--- config.mk ---
export PLATFORM = sky130hd
export DESIGN_NAME = multi_channel_led_blinker
export DESIGN_NICKNAME = d
export VERILOG_FILES = /design/src/rtl/core/mclb_pkg.sv /design/src/rtl/core/mclb_state_mem.sv /design/src/rtl/core/mclb_tick_unit.sv /design/src/rtl/core/mclb_out_buf.sv /design/src/rtl/core/multi_channel_led_blinker.sv
export SDC_FILE = /design/constraint.sdc
export NUM_CORES = 1
export LEC_CHECK = 0
export BUFFER_PORTS_ARGS = -buffer_cell sky130_fd_sc_hd__buf_2
export CORE_MARGIN = 2
export CORE_UTILIZATION = 65
export CTS_BUF_LIST = sky130_fd_sc_hd__clkbuf_4
export DETAILED_ROUTE_END_ITERATION = 12
export GPL_TIMING_DRIVEN = 0
export PLACE_DENSITY = 0.91
export SKIP_CTS_REPAIR_TIMING = 1
export SLEW_MARGIN = 15
export SYNTH_ARGS = -nofsm -noshare
export SYNTH_HDL_FRONTEND = slang
export SYNTH_SLANG_ARGS = --single-unit
export TNS_END_PERCENT = 30
--- constraint.sdc ---
create_clock -name aclk -period 12.75 [get_ports aclk]
set_clock_uncertainty 0.1 [all_clocks]
set_input_delay 1.9125 -clock aclk [delete_from_list [all_inputs] [get_ports aclk]]
set_output_delay 1.9125 -clock aclk [all_outputs]
set_load 0.05 [all_outputs]
--- src/rtl/core/mclb_pkg.sv ---
// Shared types and codes for the multi-channel LED blinker.
package mclb_pkg;

    // Item kinds carried on s_tuser
    localparam logic [1:0] MODE_TICK     = 2'd0;
    localparam logic [1:0] MODE_START    = 2'd1;
    localparam logic [1:0] MODE_STOP     = 2'd2;
    localparam logic [1:0] MODE_STOP_ALL = 2'd3;

    // Fixed field widths of the stream items
    localparam int COUNT_W  = 16;
    localparam int IN_TIME_W = 16;
    localparam int MASK_W   = 8;

    // One result item
    typedef struct packed {
        logic              start_taken;
        logic [MASK_W-1:0] busy_mask;
        logic [MASK_W-1:0] lit_mask;
    } result_t;

    // Status of one channel after a tick step
    typedef struct packed {
        logic keep_active;
        logic lit;
    } tick_stat_t;

endpackage

--- src/rtl/core/mclb_state_mem.sv ---
// Per-channel timing memory: one write port, one registered read port.
module mclb_state_mem #(
    parameter int WIDTH = 82,
    parameter int DEPTH = 8,
    parameter int AW    = 3
) (
    input  logic             aclk,
    input  logic             wr_en,
    input  logic [AW-1:0]    wr_addr,
    input  logic [WIDTH-1:0] wr_data,
    input  logic [AW-1:0]    rd_addr,
    output logic [WIDTH-1:0] rd_data
);

    logic [WIDTH-1:0] mem [DEPTH];
    logic [WIDTH-1:0] rd_data_reg;

    // Write port
    always_ff @(posedge aclk) begin
        if (wr_en) begin
            mem[wr_addr] <= wr_data;
        end
    end

    // Read port, registered
    always_ff @(posedge aclk) begin
        rd_data_reg <= mem[rd_addr];
    end

    assign rd_data = rd_data_reg;

endmodule

--- src/rtl/core/mclb_tick_unit.sv ---
// One channel's tick step: phase and period counters, lit and done decision.
module mclb_tick_unit #(
    parameter int TIME_BITS = 16
) (
    input  logic [mclb_pkg::COUNT_W-1:0] repeats_set,
    input  logic [TIME_BITS-1:0]         on_ticks,
    input  logic [TIME_BITS-1:0]         off_ticks,
    input  logic [TIME_BITS:0]           phase,
    input  logic [mclb_pkg::COUNT_W-1:0] periods_done,
    output logic [TIME_BITS:0]           phase_next,
    output logic [mclb_pkg::COUNT_W-1:0] periods_done_next,
    output mclb_pkg::tick_stat_t         stat
);

    logic [TIME_BITS:0]           period;
    logic [TIME_BITS:0]           phase_inc;
    logic                         wrap;
    logic [mclb_pkg::COUNT_W:0]   done_inc;

    // Advance phase, wrap at the end of a period
    always_comb begin
        period    = {1'b0, on_ticks} + {1'b0, off_ticks};
        phase_inc = phase + {{TIME_BITS{1'b0}}, 1'b1};
        wrap      = (phase_inc >= period);
        phase_next = wrap ? '0 : phase_inc;
        done_inc  = {1'b0, periods_done} + {{mclb_pkg::COUNT_W{1'b0}}, wrap};
        periods_done_next = done_inc[mclb_pkg::COUNT_W-1:0];
        stat.keep_active  = (done_inc < {1'b0, repeats_set});
        stat.lit          = stat.keep_active && (phase_next < {1'b0, on_ticks});
    end

endmodule

--- src/rtl/core/mclb_out_buf.sv ---
// Result output register with one spare slot so the core can finish while stalled.
module mclb_out_buf (
    input  logic              aclk,
    input  logic              aresetn,
    input  logic              res_valid,
    input  mclb_pkg::result_t res,
    output logic              pend_valid,
    output logic              m_tvalid,
    input  logic              m_tready,
    output logic [23:0]       m_tdata    // [7:0] lit_mask, [15:8] busy_mask, [16] start_taken
);

    mclb_pkg::result_t out_reg;
    mclb_pkg::result_t pend_reg;
    logic              out_valid_reg;
    logic              pend_valid_reg;
    logic              out_free;

    assign out_free = !out_valid_reg || m_tready;

    // Control: spare slot drains first
    always_ff @(posedge aclk) begin
        if (!aresetn) begin
            out_valid_reg  <= 1'b0;
            pend_valid_reg <= 1'b0;
        end else if (out_free) begin
            out_valid_reg  <= pend_valid_reg || res_valid;
            pend_valid_reg <= pend_valid_reg && res_valid;
        end else if (res_valid) begin
            pend_valid_reg <= 1'b1;
        end
    end

    // Payload
    always_ff @(posedge aclk) begin
        if (out_free) begin
            if (pend_valid_reg) begin
                out_reg  <= pend_reg;
                pend_reg <= res;
            end else if (res_valid) begin
                out_reg <= res;
            end
        end else if (res_valid) begin
            pend_reg <= res;
        end
    end

    assign pend_valid = pend_valid_reg;
    assign m_tvalid   = out_valid_reg;
    assign m_tdata    = {7'd0, out_reg};

endmodule

--- src/rtl/core/multi_channel_led_blinker.sv ---
// Top level of the multi-channel LED blinker.
//
// Input items arrive on s_tvalid/s_tready; s_tuser carries the kind
// (tick, start, stop, stop all) and s_tdata the channel and the timing.
// Every accepted item gives exactly one result item on m_tvalid/m_tready
// with the lit and busy masks after that item and a start-taken flag.
//
// Start, stop and stop-all items are decided in the cycle of acceptance and
// their result is registered; input stays open unless the spare slot is full.
// A tick item sweeps the channel timing memory one channel per cycle
// (read, update, write back); the memory's single read port sets this pace.
//
// After reset all channels are idle and dark. Channel timing entries need
// no clearing: an entry's data is only used while its channel is active, and a
// start writes the whole entry. There is no clearing pass.
//
// If the receiver stalls, one result waits on the output and one more can
// be held in a spare slot; input is then refused until the slot drains.
module multi_channel_led_blinker #(
    parameter int CHANNELS  = 8,
    parameter int TIME_BITS = 16
) (
    input  logic        aclk,
    input  logic        aresetn,
    input  logic        s_tvalid,
    output logic        s_tready,
    input  logic [55:0] s_tdata,   // [2:0] channel, [18:3] repeat_count, [34:19] on_time,
                                   // [50:35] off_time
    input  logic [1:0]  s_tuser,   // [1:0] mode
    output logic        m_tvalid,
    input  logic        m_tready,
    output logic [23:0] m_tdata    // [7:0] lit_mask, [15:8] busy_mask, [16] start_taken
);

    localparam int CW      = mclb_pkg::COUNT_W;
    localparam int CH_W    = (CHANNELS > 1) ? $clog2(CHANNELS) : 1;
    localparam int ENT_W   = CW + TIME_BITS + TIME_BITS + (TIME_BITS + 1) + CW;
    localparam int ON_LO   = CW;
    localparam int OFF_LO  = CW + TIME_BITS;
    localparam int PH_LO   = CW + 2 * TIME_BITS;
    localparam int PD_LO   = CW + 3 * TIME_BITS + 1;
    localparam int PAD_W   = (CHANNELS > mclb_pkg::MASK_W) ? CHANNELS : mclb_pkg::MASK_W;
    localparam logic [63:0] TIME_MAX = (64'd1 << TIME_BITS) - 64'd1;

    typedef enum logic {ST_IDLE, ST_SWEEP} state_t;

    state_t              state_reg, state_next;
    logic [CH_W-1:0]     cnt_reg, cnt_next;
    logic [CHANNELS-1:0] active_reg, active_next;
    logic [CHANNELS-1:0] lit_reg, lit_next;

    // Input fields
    logic [1:0]              mode;
    logic [2:0]              channel;
    logic [CW-1:0]           repeat_count;
    logic [mclb_pkg::IN_TIME_W-1:0] on_time, off_time;
    logic [TIME_BITS-1:0]    on_sat, off_sat;
    logic [CH_W-1:0]         ch_idx;
    logic                    ch_ok;
    logic                    s_accept;

    // Memory ports
    logic                wr_en;
    logic [CH_W-1:0]     wr_addr;
    logic [ENT_W-1:0]    wr_data;
    logic [CH_W-1:0]     rd_addr;
    logic [ENT_W-1:0]    rd_data;

    // Tick unit
    logic [TIME_BITS:0]   ph_next;
    logic [CW-1:0]        pd_next;
    mclb_pkg::tick_stat_t stat;

    // Result path
    logic              res_valid;
    mclb_pkg::result_t res;
    logic              start_ok;
    logic              pend_valid;
    logic [PAD_W-1:0]  lit_pad, busy_pad;

    assign mode         = s_tuser;
    assign channel      = s_tdata[2:0];
    assign repeat_count = s_tdata[18:3];
    assign on_time      = s_tdata[34:19];
    assign off_time     = s_tdata[50:35];

    // Times saturate to the configured width
    assign on_sat  = (64'(on_time) > TIME_MAX) ? TIME_MAX[TIME_BITS-1:0]
                                                : TIME_BITS'(on_time);
    assign off_sat = (64'(off_time) > TIME_MAX) ? TIME_MAX[TIME_BITS-1:0]
                                                 : TIME_BITS'(off_time);
    assign ch_idx  = CH_W'(channel);
    assign ch_ok   = (32'(channel) < CHANNELS);

    assign s_tready = (state_reg == ST_IDLE) && !pend_valid;
    assign s_accept = s_tvalid && s_tready;

    mclb_state_mem #(
        .WIDTH (ENT_W),
        .DEPTH (CHANNELS),
        .AW    (CH_W)
    ) u_mem (
        .aclk    (aclk),
        .wr_en   (wr_en),
        .wr_addr (wr_addr),
        .wr_data (wr_data),
        .rd_addr (rd_addr),
        .rd_data (rd_data)
    );

    mclb_tick_unit #(
        .TIME_BITS (TIME_BITS)
    ) u_tick (
        .repeats_set       (rd_data[CW-1:0]),
        .on_ticks          (rd_data[ON_LO +: TIME_BITS]),
        .off_ticks         (rd_data[OFF_LO +: TIME_BITS]),
        .phase             (rd_data[PH_LO +: TIME_BITS + 1]),
        .periods_done      (rd_data[PD_LO +: CW]),
        .phase_next        (ph_next),
        .periods_done_next (pd_next),
        .stat              (stat)
    );

    // Sequencer: item decode, channel sweep, memory write-back
    always_comb begin
        state_next  = state_reg;
        cnt_next    = cnt_reg;
        active_next = active_reg;
        lit_next    = lit_reg;
        wr_en       = 1'b0;
        wr_addr     = ch_idx;
        wr_data     = {{CW{1'b0}}, {(TIME_BITS + 1){1'b0}}, off_sat, on_sat, repeat_count};
        rd_addr     = '0;
        res_valid   = 1'b0;
        start_ok    = 1'b0;
        case (state_reg)
            ST_IDLE: begin
                if (s_accept) begin
                    case (mode)
                        mclb_pkg::MODE_TICK: begin
                            state_next = ST_SWEEP;
                            cnt_next   = '0;
                        end
                        mclb_pkg::MODE_START: begin
                            res_valid = 1'b1;
                            if (ch_ok && !active_reg[ch_idx] && repeat_count != '0
                                && on_sat != '0) begin
                                start_ok             = 1'b1;
                                wr_en                = 1'b1;
                                active_next[ch_idx]  = 1'b1;
                                lit_next[ch_idx]     = 1'b1;
                            end
                        end
                        mclb_pkg::MODE_STOP: begin
                            res_valid = 1'b1;
                            if (ch_ok) begin
                                active_next[ch_idx] = 1'b0;
                                lit_next[ch_idx]    = 1'b0;
                            end
                        end
                        default: begin
                            res_valid   = 1'b1;
                            active_next = '0;
                            lit_next    = '0;
                        end
                    endcase
                end
            end
            ST_SWEEP: begin
                // Entry cnt_reg is on the read port; next entry is requested now
                rd_addr = cnt_reg + CH_W'(1);
                wr_addr = cnt_reg;
                wr_data = {pd_next, ph_next, rd_data[OFF_LO +: TIME_BITS],
                           rd_data[ON_LO +: TIME_BITS], rd_data[CW-1:0]};
                if (active_reg[cnt_reg]) begin
                    wr_en                 = 1'b1;
                    active_next[cnt_reg]  = stat.keep_active;
                    lit_next[cnt_reg]     = stat.lit;
                end
                cnt_next = cnt_reg + CH_W'(1);
                if (cnt_reg == CH_W'(CHANNELS - 1)) begin
                    res_valid  = 1'b1;
                    state_next = ST_IDLE;
                end
            end
            default: begin
                state_next = ST_IDLE;
            end
        endcase
    end

    // State and channel flags
    always_ff @(posedge aclk) begin
        if (!aresetn) begin
            state_reg  <= ST_IDLE;
            cnt_reg    <= '0;
            active_reg <= '0;
            lit_reg    <= '0;
        end else begin
            state_reg  <= state_next;
            cnt_reg    <= cnt_next;
            active_reg <= active_next;
            lit_reg    <= lit_next;
        end
    end

    // Result item from the state after this item
    assign lit_pad  = PAD_W'(lit_next);
    assign busy_pad = PAD_W'(active_next);
    assign res.lit_mask    = lit_pad[mclb_pkg::MASK_W-1:0];
    assign res.busy_mask   = busy_pad[mclb_pkg::MASK_W-1:0];
    assign res.start_taken = start_ok;

    mclb_out_buf u_out (
        .aclk       (aclk),
        .aresetn    (aresetn),
        .res_valid  (res_valid),
        .res        (res),
        .pend_valid (pend_valid),
        .m_tvalid   (m_tvalid),
        .m_tready   (m_tready),
        .m_tdata    (m_tdata)
    );

    // A lit channel is always an active one
    a_lit_active: assert property (@(posedge aclk) disable iff (!aresetn)
        (lit_reg & ~active_reg) == '0)
        else $error("lit channel not active");

    // A held spare result implies a waiting output
    a_pend_out: assert property (@(posedge aclk) disable iff (!aresetn)
        pend_valid |-> m_tvalid)
        else $error("spare slot full with output empty");

    // A tick starts a sweep
    a_tick_sweep: assert property (@(posedge aclk) disable iff (!aresetn)
        (s_accept && mode == mclb_pkg::MODE_TICK) |=> (state_reg == ST_SWEEP))
        else $error("tick did not start sweep");

    // No input is taken during a sweep
    a_sweep_block: assert property (@(posedge aclk) disable iff (!aresetn)
        (state_reg == ST_SWEEP) |-> !s_tready)
        else $error("input ready during sweep");

endmodule

Word level (Yosys, flattened, before mapping)
Memories as Yosys holds them, arrays and structs flattened. A register that Yosys moved wholly into a read port is not among the register bits.
Cells that the tools add are included.
Operators by class
  bitwise logic cells: 6
  equality and inequality tests: 6
  magnitude comparators: 7
  $add $sub $neg: 4
  reductions and logical operators: 21
  multiplexer cells: 49
Operators with widths (number)
  $mux W17: 5
  $mux W81: 1
  $mux W8: 6
  $pmux W8 S3: 2
  $lt A17 B16 Y1: 2
  $pmux W8 S2: 2
  $reduce_bool A16 Y1: 2
  $mux W1: 19
  $add A16 B1 Y17: 1
  $add A16 B16 Y17: 1
  $add A17 B1 Y17 const B: 1
  $ge A17 B17 Y1: 1
  $and A8 B8 Y8: 2
  $bwmux W8: 2
  $or A8 B8 Y8: 2
  $mux W3: 4
  $logic_and A1 B1 Y1: 8
  $lt A3 B4 Y1 const B: 2
  $not A8 Y8: 1
  $bmux W1 S3: 2
  $demux W1 S3: 2
  $ge A3 B1 Y1 const B: 2
  $pmux W1 S2: 3
  $pmux W3 S2: 1
  other kinds (12): 19
Storage, ports and cells
  memories: 1
  register bits: 56
  bits of input ports: 62
  output and inout port bits: 26
  RAM bits: 648
Memory list
  u_mem.mem: depth 8, bits a word 81, read ports 1, clocked after memory_dff 1, wr ports 1, RTL line mclb_state_mem.sv:15  | logic [WIDTH-1:0] mem [DEPTH];

Depth between registers and ports, before layout
Gate-level depths: netlist of the first run.
  depth in word-level cells: 11
  mapped depth: 29
  mapped depth without buffers: 27

Cells and area by module
A second synthesis of the first run with hierarchy kept.
Unflattened totals
  cells, all modules: 1756
  area total of the unflattened synthesis: 32770.2 µm²
By module, submodules not included
  mclb_state_mem: cells each 1030, instances 1, area each 26350.3 µm²
  mclb_tick_unit: cells each 351, instances 1, area each 2522.4 µm²
  multi_channel_led_blinker: cells each 303, instances 1, area each 2453.6 µm²
  mclb_out_buf: cells each 72, instances 1, area each 1443.9 µm²

Least setup slack after synthesis of the first run
Ideal clock, no wire load.
  path kind: input -> register
  start point: input port s_tdata[0]
  end point: memory u_mem.mem[3][0] (netlist bit) (enable)
  slack: 5338 ps
  data required time: 12129 ps
  stages on the path: 9
  arrival time: 6791 ps
  buffers on the path: 2
  cells stage by stage: buf_2 > mux2i_1 > o21bai_1 > a211oi_2 > and3_1 > clkbuf_2 > a22o_1 > o21ai_0 > nor2_1
On the way
  cells in the longest elaborated chain, start to end: 11
Ends and longest elaborated chain
  from (decl): RTL line multi_channel_led_blinker.sv:27  | input logic [55:0] s_tdata,
  $bmux W1 S3: RTL line multi_channel_led_blinker.sv:146  | if (ch_ok && !active_reg[ch_idx] && repeat_count != '0
  $mux W1 (implied by the code): RTL line multi_channel_led_blinker.sv:146
  $logic_not A1 Y1: RTL line multi_channel_led_blinker.sv:146
  $logic_and A1 B1 Y1: RTL line multi_channel_led_blinker.sv:146
  $logic_and A1 B1 Y1: RTL line multi_channel_led_blinker.sv:147  | && on_sat != '0) begin
  $mux W1: RTL line multi_channel_led_blinker.sv:146
  $mux W1: RTL line multi_channel_led_blinker.sv:139  | case (mode)
  $mux W1: RTL line multi_channel_led_blinker.sv:138  | if (s_accept) begin
  $pmux W1 S2: RTL line multi_channel_led_blinker.sv:136  | case (state_reg)
  $mux W1: RTL line mclb_state_mem.sv:20  | if (wr_en) begin
  $mux W1 (implied by the code): RTL line mclb_state_mem.sv:21  | mem[wr_addr] <= wr_data;
  to (decl): RTL line mclb_state_mem.sv:15
Parallel ways exist; a longest one is shown, timed or not. The select of a mux whose other input is x is not followed.

Worst setup path after layout of the first run
  start point: register u_mem.rd_data_reg[16], in the netlist u_mem.rd_data[16], read port of u_mem.mem
  end point: register u_out.out_reg, in the netlist u_out.m_tdata[6], data pin
On the way
  cells in the longest elaborated chain, start to end: 10
Ends and longest elaborated chain
  from (decl): RTL line mclb_state_mem.sv:16  | logic [WIDTH-1:0] rd_data_reg;
  $add A16 B16 Y17: RTL line mclb_tick_unit.sv:22  | period = {1'b0, on_ticks} + {1'b0, off_ticks};
  $ge A17 B17 Y1: RTL line mclb_tick_unit.sv:24  | wrap = (phase_inc >= period);
  $add A16 B1 Y17 or $mux W17 (tied branches): RTL line mclb_tick_unit.sv:26, mclb_tick_unit.sv:25
  $lt A17 B16 Y1 (on tied branches): RTL line mclb_tick_unit.sv:28, mclb_tick_unit.sv:29
  $logic_and A1 B1 Y1 (*): RTL line mclb_tick_unit.sv:29  | stat.lit = stat.keep_active && (phase_next < {1'b0, on_ticks});
  $bwmux W8 (*): RTL line multi_channel_led_blinker.sv:178  | lit_next[cnt_reg] = stat.lit;
  $mux W8 (*): RTL line multi_channel_led_blinker.sv:175  | if (active_reg[cnt_reg]) begin
  $pmux W8 S2 (*): RTL line multi_channel_led_blinker.sv:136
  $mux W17 (*): RTL line mclb_out_buf.sv:40  | end else if (res_valid) begin
  $mux W17 (*): RTL line mclb_out_buf.sv:37  | if (pend_valid_reg) begin
  to (signal assigned): RTL line mclb_out_buf.sv:38  | out_reg <= pend_reg;
  to (signal assigned): RTL line mclb_out_buf.sv:41  | out_reg <= res;
  to (decl): RTL line mclb_out_buf.sv:13  | mclb_pkg::result_t out_reg;
Mark *: on every way between the ends. The rest lies on a longest branch, timed or not. The select of a mux whose other input is x is not followed.
A chain may end at the register's enable or synchronous reset.

==> flow_metrics.py, run 1 <==
metrics = {
    "sta": {
        "clock.fmax_mhz": 113,
        "max_slew_margin": 0.217,
        "whs_ps": 432,
        "worstMarginPinSlew_ps": 1170,
        "hold_viol_final": 0,
        "setup_viol": 0,
        "fin_setup_tns_ps": 0,
        "finalMaxSlewViolations": 0,
        "rsz0062_at_grt": "no",
        "final.period_utilization": 0.695,
        "fin_crit_ps": 8870,
    },
    "critical_path": {
        "max_stage_delay_ps": 560,
        "worstReg2RegEnd": "u_out.m_tdata[6]",
        "start_kind": "flop",
        "r2r_slack_ps": 3880,
        "rr_startpoint": "u_mem.rd_data[16]",
        "end_kind": "flop",
        "cp_max_fo": 11,
        "cp.arrival_ps": 9580,
        "path_buf_inv": 2,
        "critPathKind": "flop to flop",
        "worst_path_max_delay_cell": "nor3_4",
        "crit_start": "u_mem.rd_data[16]",
        "crit_required_ps": 13460,
        "path_delay_family": "simple AND/OR/NAND/NOR gates",
        "reg2regPathDepth": 29,
    },
    "floorplan": {
        "start_util": 0.659,
        "rows": 81,
        "dieWidth_um": 227,
        "dieArea_um2": 51400,
        "core_um2": 49000,
        "die_h_um": 227,
        "io_pins": 88,
    },
    "place": {
        "place.port_buffers": 73,
        "dp_cells": 2791,
        "globalplace.congestion": 0.966,
        "dp.final_hpwl_um": 54900,
    },
    "layout": {
        "areaGrowthSynthToFinish_pct": 14.0,
        "stdcell_count": 3141,
        "nFillCells": 2595,
        "mostFrequentLayoutCells": "682 x edfxtp_1, 289 x clkbuf_4, 168 x a221oi_1",
        "drive_gt1_frac": 0.252,
        "finalNetCount": 2445,
        "largest_reg_flops": 648,
        "final_common_cell": "edfxtp_1",
    },
    "synthesis": {
        "ys_ff_latch": 785,
        "synth_cells": 2017,
        "synth_edf_count": 682,
        "syn_area_per_cell_um2": 16.0,
        "synth_cell_types": 82,
        "synthTopCellsByArea": "edfxtp_1 63%, dfxtp_1 6.4%, mux4_2 5.7%",
        "async_reset_ff_frac": 0,
        "yosys_warnings": 0,
        "synth_top_area_cell": "edfxtp_1",
        "syn_area_um2": 32300,
        "netlist.area_leader.share": 0.635,
        "ys_seq_area_frac": 0.699,
        "ys.flop_type": "edfxtp_1",
    },
    "power_and_ir_drop": {
        "p_total_mw": 5.37,
        "p_leak_nw": 12.8,
        "powerDensity_nw_per_um2": 146,
        "max-vdd-ir-drop_mv": 0.120,
    },
    "global_route": {
        "grt_pass1_vias": 21900,
        "grt_pass1_wl_um": 131000,
        "grt.total_usage": 0.352,
        "grt-ovfl-total": 0,
        "antenna_found_initial": 1,
        "grt_max_degree": 24,
    },
    "route": {
        "num_vias": 21800,
        "dr.pass1.iters": 9,
        "drt-initial-drc-count": 3397,
        "wirelength_um": 88800,
        "antenna_left": 0,
        "routedWlPerCell_um": 28.3,
        "vias_per_cell": 6.95,
        "drc": 0,
    },
    "cts": {
        "clk_latency_ps": 1110,
        "cts_tree": "yes",
        "clockBufferDepth": 3,
        "path_clk_slew_ps": 70,
        "numClockSinks": 785,
        "h-tree-depth": 4,
        "cts_buffers": 185,
        "root_buffer": "clkbuf_4",
    },
    "run_status": {
        "status": "finished clean",
    },
    "run": {
        "drv_cap": 0,
    },
    "min_path": {
        "min_path_cells": 2,
        "hp-start": "u_out.pend_reg[15]",
        "whs_endpoint": "u_out.m_tdata[15]",
        "hp-class": "flop to flop",
    },
}
[layer usage]
layer  wire, um  up-vias  track usage
met5          0        -            0
met4       4840        0        0.194
met3      11600      409        0.109
met2      42400     1945        0.553
met1      30000    10600        0.438
li1           -     8873            -
[worst max path at each step]
| stage | endpoint | slack (ps) | cells past startpoint |
|---|---|---|---|
| floorplan | u_mem.mem[3][0] | 5340 | 9 |
| global placement | u_mem.mem[5][36] | 1690 | 9 |
| detailed placement | u_out.m_tdata[6] | 4330 | 28 |
| CTS | u_out.m_tdata[6] | 4200 | 28 |
| global route | u_out.m_tdata[6] | 3480 | 28 |
| finish | u_out.m_tdata[6] | 3880 | 29 |
[through the flow]
step / setup slack, ps / area [um^2] / utilization
2_1_floorplan: 5340 / 32300 / -
3_3_place_gp: 1690 / 33500 / 0.684
3_5_place_dp: 4330 / 34300 / 0.700
4_1_cts: 4200 / 36800 / 0.751
5_1_grt: 3480 / 36800 / 0.751
6_report: 3880 / 36800 / 0.751
[synth_stat cells, drive strengths merged, types with 3 or more instances]
library cell / n
a2111oi: 5
a211oi: 18
a21o: 16
a21oi: 38
a221oi: 168
a22oi: 3
a311oi: 3
a31oi: 12
a41oi: 5
and2: 27
and3: 7
buf: 40
clkbuf: 91
dfxtp: 103
edfxtp: 682
ha: 68
inv: 64
mux2: 56
mux2i: 5
mux4: 81
nand2: 132
nand2b: 4
nand3: 26
nand4: 13
nor2: 84
nor2b: 4
nor3: 28
nor4: 19
o211ai: 4
o21a: 3
o21ai: 21
o21bai: 7
o22ai: 3
o31ai: 88
o32ai: 4
o41ai: 8
or2: 3
or3: 4
xnor2: 27
xor2: 17
[power by group]
group          leakage [nW]  internal, mW  switching [mW]
Clock                  1.50          1.11            1.02
Sequential             7.09          2.83          0.0244
Combinational          4.24         0.133           0.255
[kinds of logic after synthesis]
family	count (synthesis)	synth area share
other cells	1	0.000116
simple gates	357	0.0535
mux	142	0.0776
buf+inv	195	0.0254
compound gates	424	0.106
flops	785	0.699
xor+xnor	44	0.0119
fa+ha+maj	69	0.0270
[layout make-up]
type	count	area, um^2	area share
plain buffers	131	581	0.0158
flip-flops and latches	785	22500	0.613
repair buffers	104	1070	0.0292
clock inverters	58	345	0.00939
well taps	664	831	0.0226
clock buffers	287	2150	0.0586
inverters	64	240	0.00653
diodes	5	12.5	0.000340
multi-input cells	1043	9000	0.245
[worst register-to-register path, delay by kind of cell, from the launching register on]
kind                       cells  cell delay [ps]
xor gates and xnor gates       1              370
AOI/OAI and AO/OA              9             2300
adders and majority gates      5             1660
DFF                            1              400
and+or+nand+nor               12             3140
buffers and inverters          2              660
Note: power is estimated with default switching activity, not from simulation.
==> run 2: changes to the inputs <==
- clock period: 12.75 -> 8.26 ns (I/O delays scaled with it)
==> run 2 against run 1 <==
  * Design area grew 0.20%
  * Clock power grew 54%
  * Largest cell class unchanged
  * Total power grew 55%
  * Clock-buffer cell count is the same
  * Sequential share of layout area shrank 0.12 points
  * Final cell count is essentially flat
  * Maximum frequency grew 10%
  * Die area is the same
  * Worst hold slack lost 86 ps
  * Global-route usage is the same
  * Sequential cell count is the same
==> flow_metrics.py, run 2 (synthesis results as in run 1) <==
metrics = {
    "critical_path": {
        "worstReg2RegEnd": "u_out.m_tdata[6]",
        "cp_max_fo": 19,
        "path_delay_family": "compound AO/OA/AOI/OAI gates",
        "crit_required_ps": 8950,
        "max_stage_delay_ps": 640,
        "path_buf_inv": 2,
        "rr_startpoint": "u_mem.rd_data[16]",
        "reg2regPathDepth": 29,
        "start_kind": "flop",
        "cp.arrival_ps": 8720,
        "crit_path_frequent_cell": "ha_1",
        "r2r_slack_ps": 230,
        "critPathKind": "flop to flop",
        "worst_path_max_delay_cell": "a211oi_2",
        "end_kind": "flop",
    },
    "sta": {
        "hold_viol_final": 0,
        "final.period_utilization": 0.972,
        "worstMarginPinSlew_ps": 1090,
        "fin_crit_ps": 8030,
        "max_slew_margin": 0.277,
        "clock.fmax_mhz": 125,
        "setup_ws_ps": 233,
        "setup_viol": 0,
        "finalMaxSlewViolations": 0,
    },
    "floorplan": {
        "rows": 81,
        "die_h_um": 227,
        "dieArea_um2": 51400,
        "start_util": 0.659,
        "io_pins": 88,
        "dieWidth_um": 227,
        "core_um2": 49000,
    },
    "route": {
        "dr.pass1.iters": 9,
        "wl_met1_um": 30600,
        "wirelength_um": 89100,
        "met3WireLength_um": 10900,
        "num_vias": 21800,
        "drc": 0,
        "met2WireLength_um": 42700,
        "vias_per_cell": 6.95,
        "routedWlPerCell_um": 28.3,
        "antenna_left": 0,
        "drt-initial-drc-count": 3259,
        "highest_layer": "met5",
    },
    "power_and_ir_drop": {
        "power_frac_seq": 0.530,
        "swShare": 0.242,
        "powerDensity_nw_per_um2": 225,
        "pwr-share-comb": 0.074,
        "clockPowerShare": 0.396,
        "p_total_mw": 8.31,
        "switching_power_mw": 2.01,
        "p_leak_nw": 12.9,
        "max-vdd-ir-drop_mv": 0.182,
        "internal_power_mw": 6.29,
    },
    "cts": {
        "cts_tree": "yes",
        "root_buffer": "clkbuf_4",
        "clk_latency_ps": 1110,
        "clockBufferDepth": 3,
        "path_clk_slew_ps": 90,
        "cts_buffers": 185,
        "h-tree-depth": 4,
        "numClockSinks": 785,
    },
    "min_path": {
        "whs_endpoint": "active_reg[0]",
        "hp-start": "aresetn",
        "hp-class": "primary input to flop",
        "min_path_cells": 2,
    },
    "layout": {
        "final_area_um2": 36900,
        "drive_gt1_frac": 0.256,
        "areaGrowthSynthToFinish_pct": 14.2,
        "final_common_cell": "edfxtp_1",
        "final_core_util": 0.753,
        "mostFrequentLayoutCells": "682 x edfxtp_1, 289 x clkbuf_4, 168 x a221oi_1",
        "stdcell_count": 3142,
        "finalNetCount": 2449,
        "largest_reg_flops": 648,
    },
    "global_route": {
        "grt.total_usage": 0.352,
        "grt_pass1_vias": 21900,
        "grt_max_degree": 24,
        "grt_pass1_wl_um": 131000,
        "antenna_found_initial": 1,
        "grt-ovfl-total": 0,
    },
    "place": {
        "dp_cells": 2791,
        "dp.final_hpwl_um": 54900,
        "place_area_um2": 34300,
        "preCtsSetupSlack_ps": -158,
        "place.port_buffers": 73,
        "globalplace.congestion": 0.966,
    },
    "run_status": {
        "status": "finished clean",
    },
    "run": {
        "drv_cap": 0,
    },
}
[run 2: metrics by stage]
step,hold WS (ps),setup TNS [ps]
2_1_floorplan,393,0
3_3_place_gp,410,-1231890
3_5_place_dp,414,-570
4_1_cts,316,-1900
5_1_grt,378,-72.7
6_report,346,0
[run 2: final cells by class]
type / count / area [um^2]
Antenna cell: 2 / 5.00
Buffer: 130 / 577
Clock buffer: 287 / 2150
Clock inverter: 58 / 345
Fill cell: 2583 / 12100
Inverter: 64 / 240
Multi-Input combinational cell: 1043 / 9030
Sequential cell: 785 / 22500
Tap cell: 664 / 831
Timing Repair Buffer: 109 / 1140
[run 2: power by group through the flow]
stage | logic, mW | registers [mW] | clock network (mW)
after floorplan | 0.370 | 4.50 | 0
after global placement | 0.525 | 4.49 | 0
after detailed placement | 0.570 | 4.49 | 0
after CTS | 0.583 | 4.40 | 3.30
after global routing | 0.649 | 4.40 | 3.49
final | 0.612 | 4.40 | 3.29
[run 2: worst max-delay path by stage]
stage | start | end | depth (start not counted)
3_5_place_dp | u_mem.rd_data[17] | u_out.m_tdata[6] | 28
5_1_grt | u_mem.rd_data[16] | u_out.m_tdata[6] | 28
6_report | u_mem.rd_data[16] | u_out.m_tdata[6] | 29
2_1_floorplan | s_tdata[0] | u_mem.mem[3][0] | 9
3_3_place_gp | s_tdata[2] | u_mem.mem[5][36] | 9
4_1_cts | u_mem.rd_data[17] | u_out.m_tdata[6] | 28
[run 2: layer usage]
| layer | GRT usage | vias to the layer above |
|---|---|---|
| li1 | - | 8869 |
| met1 | 0.438 | 10600 |
| met2 | 0.553 | 1963 |
| met3 | 0.109 | 404 |
| met4 | 0.194 | 2 |
| met5 | 0 | - |
